**config.mk**
```make
export PLATFORM = sky130hd
export DESIGN_NAME = bpms_front
export DESIGN_NICKNAME = d
export VERILOG_FILES = /design/src/sv/bpms_pkg.sv /design/src/sv/bpms_front.sv
export SDC_FILE = /design/constraint.sdc
export NUM_CORES = 1
export LEC_CHECK = 0
export ABC_AREA = 1
export BUFFER_PORTS_ARGS = -buffer_cell sky130_fd_sc_hd__buf_2
export CAP_MARGIN = 25
export CORE_ASPECT_RATIO = 0.9
export CORE_UTILIZATION = 40
export CTS_BUF_LIST = sky130_fd_sc_hd__clkbuf_2
export DETAILED_ROUTE_END_ITERATION = 10
export SYNTH_ARGS = -nofsm -noshare
export SYNTH_HDL_FRONTEND = slang
export SYNTH_SLANG_ARGS = --single-unit
```
**constraint.sdc**
```tcl
create_clock -name clock -period 4.3 [get_ports clock]
set_clock_uncertainty 0.05 [all_clocks]
set_input_delay 0.215 -clock clock [delete_from_list [all_inputs] [get_ports clock]]
set_output_delay 0.215 -clock clock [all_outputs]
set_load 0.03 [all_outputs]
```
**src/sv/bpms_pkg.sv**
```systemverilog
`timescale 1ns / 1ps
package bpms_pkg;

   localparam int unsigned CFG_W = 11;
   localparam int unsigned COORD_W = 11;
   localparam int unsigned SIZE_W = 12;

   typedef enum logic [1:0] {
      ACT_READ  = 2'd0,
      ACT_WRITE = 2'd1,
      ACT_FILL  = 2'd2,
      ACT_NONE  = 2'd3
   } action_type;

   localparam logic CSR_WIDTH = 1'b0;
   localparam logic CSR_HEIGHT = 1'b1;

   // One classified command handed from the front end to the executor.
   typedef struct packed {
      logic                  reject;
      action_type            action;
      logic [COORD_W-1:0]    x0;
      logic [COORD_W-1:0]    y0;
      logic [SIZE_W-1:0]     rw;
      logic [SIZE_W-1:0]     rh;
      logic                  value;
   } cmd_type;

   typedef enum logic [2:0] {
      ST_IDLE,
      ST_ADDR,
      ST_MEM,
      ST_WRITE,
      ST_NEXT,
      ST_RESP
   } state_type;

endpackage

```
**src/sv/bpms_front.sv**
```systemverilog
`timescale 1ns / 1ps
module bpms_front #(
   parameter int unsigned MAX_WIDTH = 1024,
   parameter int unsigned MAX_HEIGHT = 1024
) (
   input  logic                              clock,
   input  logic                              reset,
   input  logic                              csr_write_enable,
   input  logic                              csr_index,
   input  logic [bpms_pkg::CFG_W-1:0]        csr_write_data,
   input  logic                              req_valid,
   output logic                              req_ready,
   input  logic [1:0]                        req_action,
   input  logic [bpms_pkg::COORD_W-1:0]      req_x_pos,
   input  logic [bpms_pkg::COORD_W-1:0]      req_y_pos,
   input  logic [bpms_pkg::SIZE_W-1:0]       req_rect_width,
   input  logic [bpms_pkg::SIZE_W-1:0]       req_rect_height,
   input  logic                              req_pixel_value,
   output logic                              cmd_valid,
   input  logic                              cmd_ready,
   output bpms_pkg::cmd_type                 cmd,
   output logic [13:0]                       eff_width
);

   localparam logic [13:0] MAXW = 14'(MAX_WIDTH);
   localparam logic [13:0] MAXH = 14'(MAX_HEIGHT);

   logic [bpms_pkg::CFG_W-1:0] width_ff, height_ff;
   logic [13:0] ew, eh, xe, ye;
   logic        in_bounds, fits;
   bpms_pkg::cmd_type c_in;
   // Two-entry queue between classification and execution.
   bpms_pkg::cmd_type q_ff [2];
   logic [1:0] cnt_ff;
   logic       rd_ff, wr_ff;
   logic       push, pop;

   always_ff @(posedge clock) begin
      if (reset) begin
         width_ff <= '0;
         height_ff <= '0;
      end else if (csr_write_enable) begin
         if (csr_index == bpms_pkg::CSR_WIDTH) width_ff <= csr_write_data;
         else height_ff <= csr_write_data;
      end
   end

   always_comb begin
      ew = (14'(width_ff) > MAXW) ? MAXW : 14'(width_ff);
      eh = (14'(height_ff) > MAXH) ? MAXH : 14'(height_ff);
      xe = 14'(req_x_pos) + 14'(req_rect_width);
      ye = 14'(req_y_pos) + 14'(req_rect_height);
      in_bounds = (14'(req_x_pos) < ew) && (14'(req_y_pos) < eh);
      fits = (xe <= ew) && (ye <= eh);
      c_in.action = bpms_pkg::action_type'(req_action);
      c_in.x0 = req_x_pos;
      c_in.y0 = req_y_pos;
      c_in.rw = req_rect_width;
      c_in.rh = req_rect_height;
      c_in.value = req_pixel_value;
      case (c_in.action)
         bpms_pkg::ACT_READ, bpms_pkg::ACT_WRITE: c_in.reject = !in_bounds;
         bpms_pkg::ACT_FILL: c_in.reject = !(in_bounds && fits);
         default: c_in.reject = 1'b1;
      endcase
   end

   assign eff_width = ew;
   assign req_ready = (cnt_ff != 2'd2);
   assign push = req_valid && req_ready;
   assign cmd_valid = (cnt_ff != 2'd0);
   assign pop = cmd_valid && cmd_ready;
   assign cmd = q_ff[rd_ff];

   always_ff @(posedge clock) begin
      if (push) q_ff[wr_ff] <= c_in;
   end

   always_ff @(posedge clock) begin
      if (reset) begin
         cnt_ff <= '0;
         rd_ff <= 1'b0;
         wr_ff <= 1'b0;
      end else begin
         if (push) wr_ff <= !wr_ff;
         if (pop) rd_ff <= !rd_ff;
         cnt_ff <= cnt_ff + 2'(push) - 2'(pop);
      end
   end

endmodule

```
Word level (Yosys, flattened, before mapping)
Memories as Yosys holds them, arrays and structs flattened. A register that Yosys moved wholly into a read port is not among the register bits.
Cells that the tools add are included.
- register bits after elaboration: 26
- RAM bits: 100
- output and inout port bits: 66
- word-level logic and storage cells: 41
- memories: 1
- memories (name ; words ; width ; rd ports ; clocked after memory_dff ; write ports ; RTL line ; RTL):
    q_ff ; 2 ; 50 ; 1 ; 1 ; 1 ; bpms_front.sv:33 ; bpms_pkg::cmd_type q_ff [2];
- add/sub/neg operators: 4
- $lt $le $gt $ge: 6
- eq/ne operators: 3
- mux-type cells: 7
- bitwise gates (word level): 1
- reductions and logical operators: 14
- operators with widths (kind ; count):
    11-bit by 12-bit adder with 13-bit output ; 2
    13-bit by 11-bit less-or-equal comparator with 1-bit output ; 2
    11-bit greater-than comparator (second input constant) ; 2
    11-bit < comparator ; 2
    11-bit two-way mux ; 2
    1-bit logical AND ; 5
    1-bit logical NOT ; 4
    1-bit two-way mux ; 4
    2-bit AND reduction ; 2
    2-bit by 1-bit adder with 2-bit output ; 1
    2-bit by 1-bit equality test with 1-bit output (second input constant) ; 1
    2-bit equality test (second input constant) ; 1
    2-bit logical NOT ; 1
    2-bit inequality test (second input constant) ; 1
    1-bit one-hot mux with 2 select lines ; 1
    2-bit nonzero test ; 1
    2-bit OR reduction ; 1
    2-bit by 1-bit subtractor with 2-bit output ; 1
    1-bit NOT ; 1

Logic depth before layout (Yosys ltp)
- word-level depth: 7
- gate-level depth with buffers: 20
- gate-level depth less buffers: 20

Worst setup path before layout
No wires, ideal clock.
- kind: register to register
- start point: register cnt_ff[0]
- end point: memory q_ff[1][0] in the netlist's numbering, enable pin
- setup time: 0.459 ns
- arrival: 2.901 ns
- data required time: 3.791 ns
- path slack: 0.889 ns
- stages on the path, launching flop included: 5
- buffers on the path: 0
- clock period less this slack: 3.411 ns
- cell sequence: dfxtp_1 > inv_1 > nand2_1 > nand2_1 > nor2_1
- word-level cells in the longest chain between the ends: 4
- RTL lines (what ; RTL line ; RTL):
    start: declaration ; bpms_front.sv:34 ; logic [1:0] cnt_ff;
    start signal: assignment ; bpms_front.sv:87 ; cnt_ff <= cnt_ff + 2'(push) - 2'(pop);
    2-bit inequality test ; bpms_front.sv:69 ; assign req_ready = (cnt_ff != 2'd2);
    via req_ready ; bpms_front.sv:12 ; output logic req_ready,
    1-bit logical AND ; bpms_front.sv:70 ; assign push = req_valid && req_ready;
    1-bit two-way mux ; bpms_front.sv:76 ; if (push) q_ff[wr_ff] <= c_in;
    1-bit two-way mux (implied by the code) ; bpms_front.sv:76 ;
    end: declaration ; bpms_front.sv:33 ;
The timed path passes the listed nets, and every way through them passes these cells.

==> results by group <==
Yosys
  • Synth Flop Type: edfxtp_1
  • FFs w/ async S/R, synth: 0%
  • Yosys top cell area share: 43.7%
  • Distinct cells, synth: 43
  • Most frequent cells after synthesis: nand2_1, edfxtp_1, ha_1, inv_1, a21oi_1
  • Leading post-synthesis cells by cell area: edfxtp_1, ha_1, mux2_2
  • Sequential area share after synthesis: 51.6%
  • Synth area leader: edfxtp_1
  • Post-synthesis area per instance: 10.6 um2
  • Synth Warn #: 0
  • Number of enable flip-flop cells after synthesis: 100
  • Syn Inst Count: 651
  • Count leader, synth: nand2_1
  • Seq cells post-synth: 127
  • Post-Synthesis Cell Area: 0.00687 mm2

STA
  • Measured slew at the worst slew-check pin: 0.757 ns
  • Final-report hold violation count: 0
  • Max-slew violations: 0
  • Setup TNS: 0 ns
  • RSZ-0062 raised after global routing: false
  • Final period utilization: 65.8%
  • Post-route minimum period: 2.83 ns
  • Max-slew headroom: 49.4%
  • Finish-stage setup viols: 0
  • Max Freq: 353 MHz

Drt
  • Initial DRC count: 245
  • DRC violations left: 0
  • Vias/cell: 4.88
  • Final ANT Viol Nets: 0
  • Vias post-DR: 5298
  • Final wirelength: 16200 um
  • First-pass DRT Iterations: 4
  • WL/cell: 14.9 um

Setup path
  • CP Class: reg2out
  • Startpoint types: flop
  • Slowest-stage cell, CP: dfxtp_2
  • CP Max Fanout: 26
  • Crit path cell chain: buf_4 -> mux2_2 -> buf_2
  • WP data required: 4.03 ns
  • RR Startpoint: height_ff[2]
  • Crit. End Element: primary output
  • CP delay by family, top: flip-flops
  • Worst Path Buf+Inv: 2
  • Max incr delay on CP: 0.83 ns
  • Crit path arrival time: 2.57 ns

Status
  • Status: finished clean

Clock network
  • Clk buf depth: 2
  • Insertion delay to the later sink of the worst-skew pair: 0.68 ns
  • CTS tree: done
  • CTS sink count: 127
  • Number of CTS-inserted buffers: 17
  • CTS root buf: clkbuf_2
  • Clk slew on worst S/H paths: 0.22 ns
  • H-tree depth: 4
  • Post-CTS setup buffer count: 0

Floorplanning
  • Die area: 0.0177 mm2
  • Initial core utilization: 40.8%
  • Core Region: 0.0168 mm2
  • Std-Cell Rows: 45
  • Die W: 140 um
  • Die Span Y: 126 um
  • IO Count: 132

Place
  • Placed insts: 980
  • GP Congestion: 0.862
  • DP HPWL: 11900 um
  • Cell Area, Placed: 0.00775 mm2
  • PortBufs: 128

Final layout
  • Finished Layout Cells: 1085
  • Fillcell total: 1495
  • Fin nets: 994
  • Final design area excluding fillers: 0.00874 mm2
  • Synth-to-Final Area Change: 27.2%
  • Share of layout cells above drive strength 1: 27.0%

Power and ir drop
  • Lkg Pwr: 3.83 nW
  • Power density cells: 432 mW/mm2
  • Max IR drop VDD: 0.000336 V

Min path
  • Hold crit path type: in2reg
  • Hold Path Origin: req_rect_width[8]

Flow run
  • Maxcap violations: 0

Global route
  • Largest net degree at the start of global routing: 29
  • Initial antenna violation count: 1
  • Aggregate global routing overflow: 0
  • Vias in the first global route: 5250
  • Gr usage total: 19.0%
  • First-pass GRT wire length: 25900 um
==> area by class of cell <==
class	count	area [um2]	share of cell area [%]
Clock buffer	21	105	1.20
Multi-Input combinational cell	441	3010	34.5
Timing Repair Buffer	203	1380	15.8
Inverter	70	263	3.01
Sequential cell	127	3540	40.6
Clock inverter	11	164	1.88
Antenna cell	1	2.50	0.0286
Tap cell	211	264	3.02
==> timing repair <==
item / in CTS / in global routing
hold buffers: 72 / 0
gates resized for setup: 0 / 0
hold endpoints to repair: 127 / 0
==> state kept, by name, summed over array words and instances, names as in the netlist, named ones only <==
name / flops
cnt_ff: 2
height_ff: 11
q_ff: 100
rd_ff: 1
width_ff: 11
wr_ff: 1
==> layout by cell type (no fill, tap or decap), types with 4 or more instances in the layout <==
cell / Yosys / layout
bufinv_16: 0 / 4
clkbuf_2: 0 / 21
nand4_1: 9 / 9
dlygate4sd3_1: 0 / 72
a21oi_1: 53 / 53
dfxtp_1: 27 / 26
nand2_1: 141 / 141
ha_1: 66 / 66
xor2_1: 11 / 11
inv_1: 66 / 66
xnor2_1: 7 / 7
o21ai_0: 5 / 5
edfxtp_1: 100 / 100
nor2_1: 40 / 38
a211oi_1: 6 / 6
nand3_1: 14 / 14
mux2_2: 50 / 50
buf_2: 6 / 128
==> path summary, 6_finish.rpt <==
check,to,cells past startpoint,slack [ns]
setup / recovery,cmd[49],3,1.47
hold reg to reg,width_ff[0],2,0.45
hold / removal,q_ff[0][21],2,0.21
setup reg to reg,q_ff[0][49],17,1.71
==> report_power, final <==
part	switching (mW)	internal (mW)
combinational	0.850	0.507
clock	0.433	0.390
sequential	0.0774	1.51
==> routing by layer <==
metal | vias to the layer above | global-route usage (%) | share of wire (%)
met1 | 2500 | 25.6 | 51
met5 | - | 0 | 0
met2 | 107 | 30.2 | 45
met4 | 0 | 7.50 | 1.2
met3 | 16 | 3.66 | 2.8
li1 | 2675 | - | -
==> cells by family after synthesis <==
kind of cell             count (synthesis)  synth area share [%]
AO/OA/AOI/OAI                           79                  6.57
XOR/XNOR                                18                  2.29
other                                    1                0.0546
adder cells (fa/ha/maj)                 68                  12.6
buffers and inverters                   85                  4.92
AND/OR/NAND/NOR                        223                  13.8
multiplexers                            50                  8.19
flip-flops                             127                  51.6
==> stage by stage <==
step	worst slack (ns)	power, mW	utilization [%]	hold WS (ns)
global placement	1.50	2.90	46.0	0.356
CTS	1.34	3.81	51.9	0.141
floorplan	0.889	2.57	-	0.264
finish	1.47	3.77	51.9	0.212
detailed placement	1.35	2.93	46.0	0.376
global route	1.26	3.99	51.9	0.140
(Power assumes the default switching activity.)
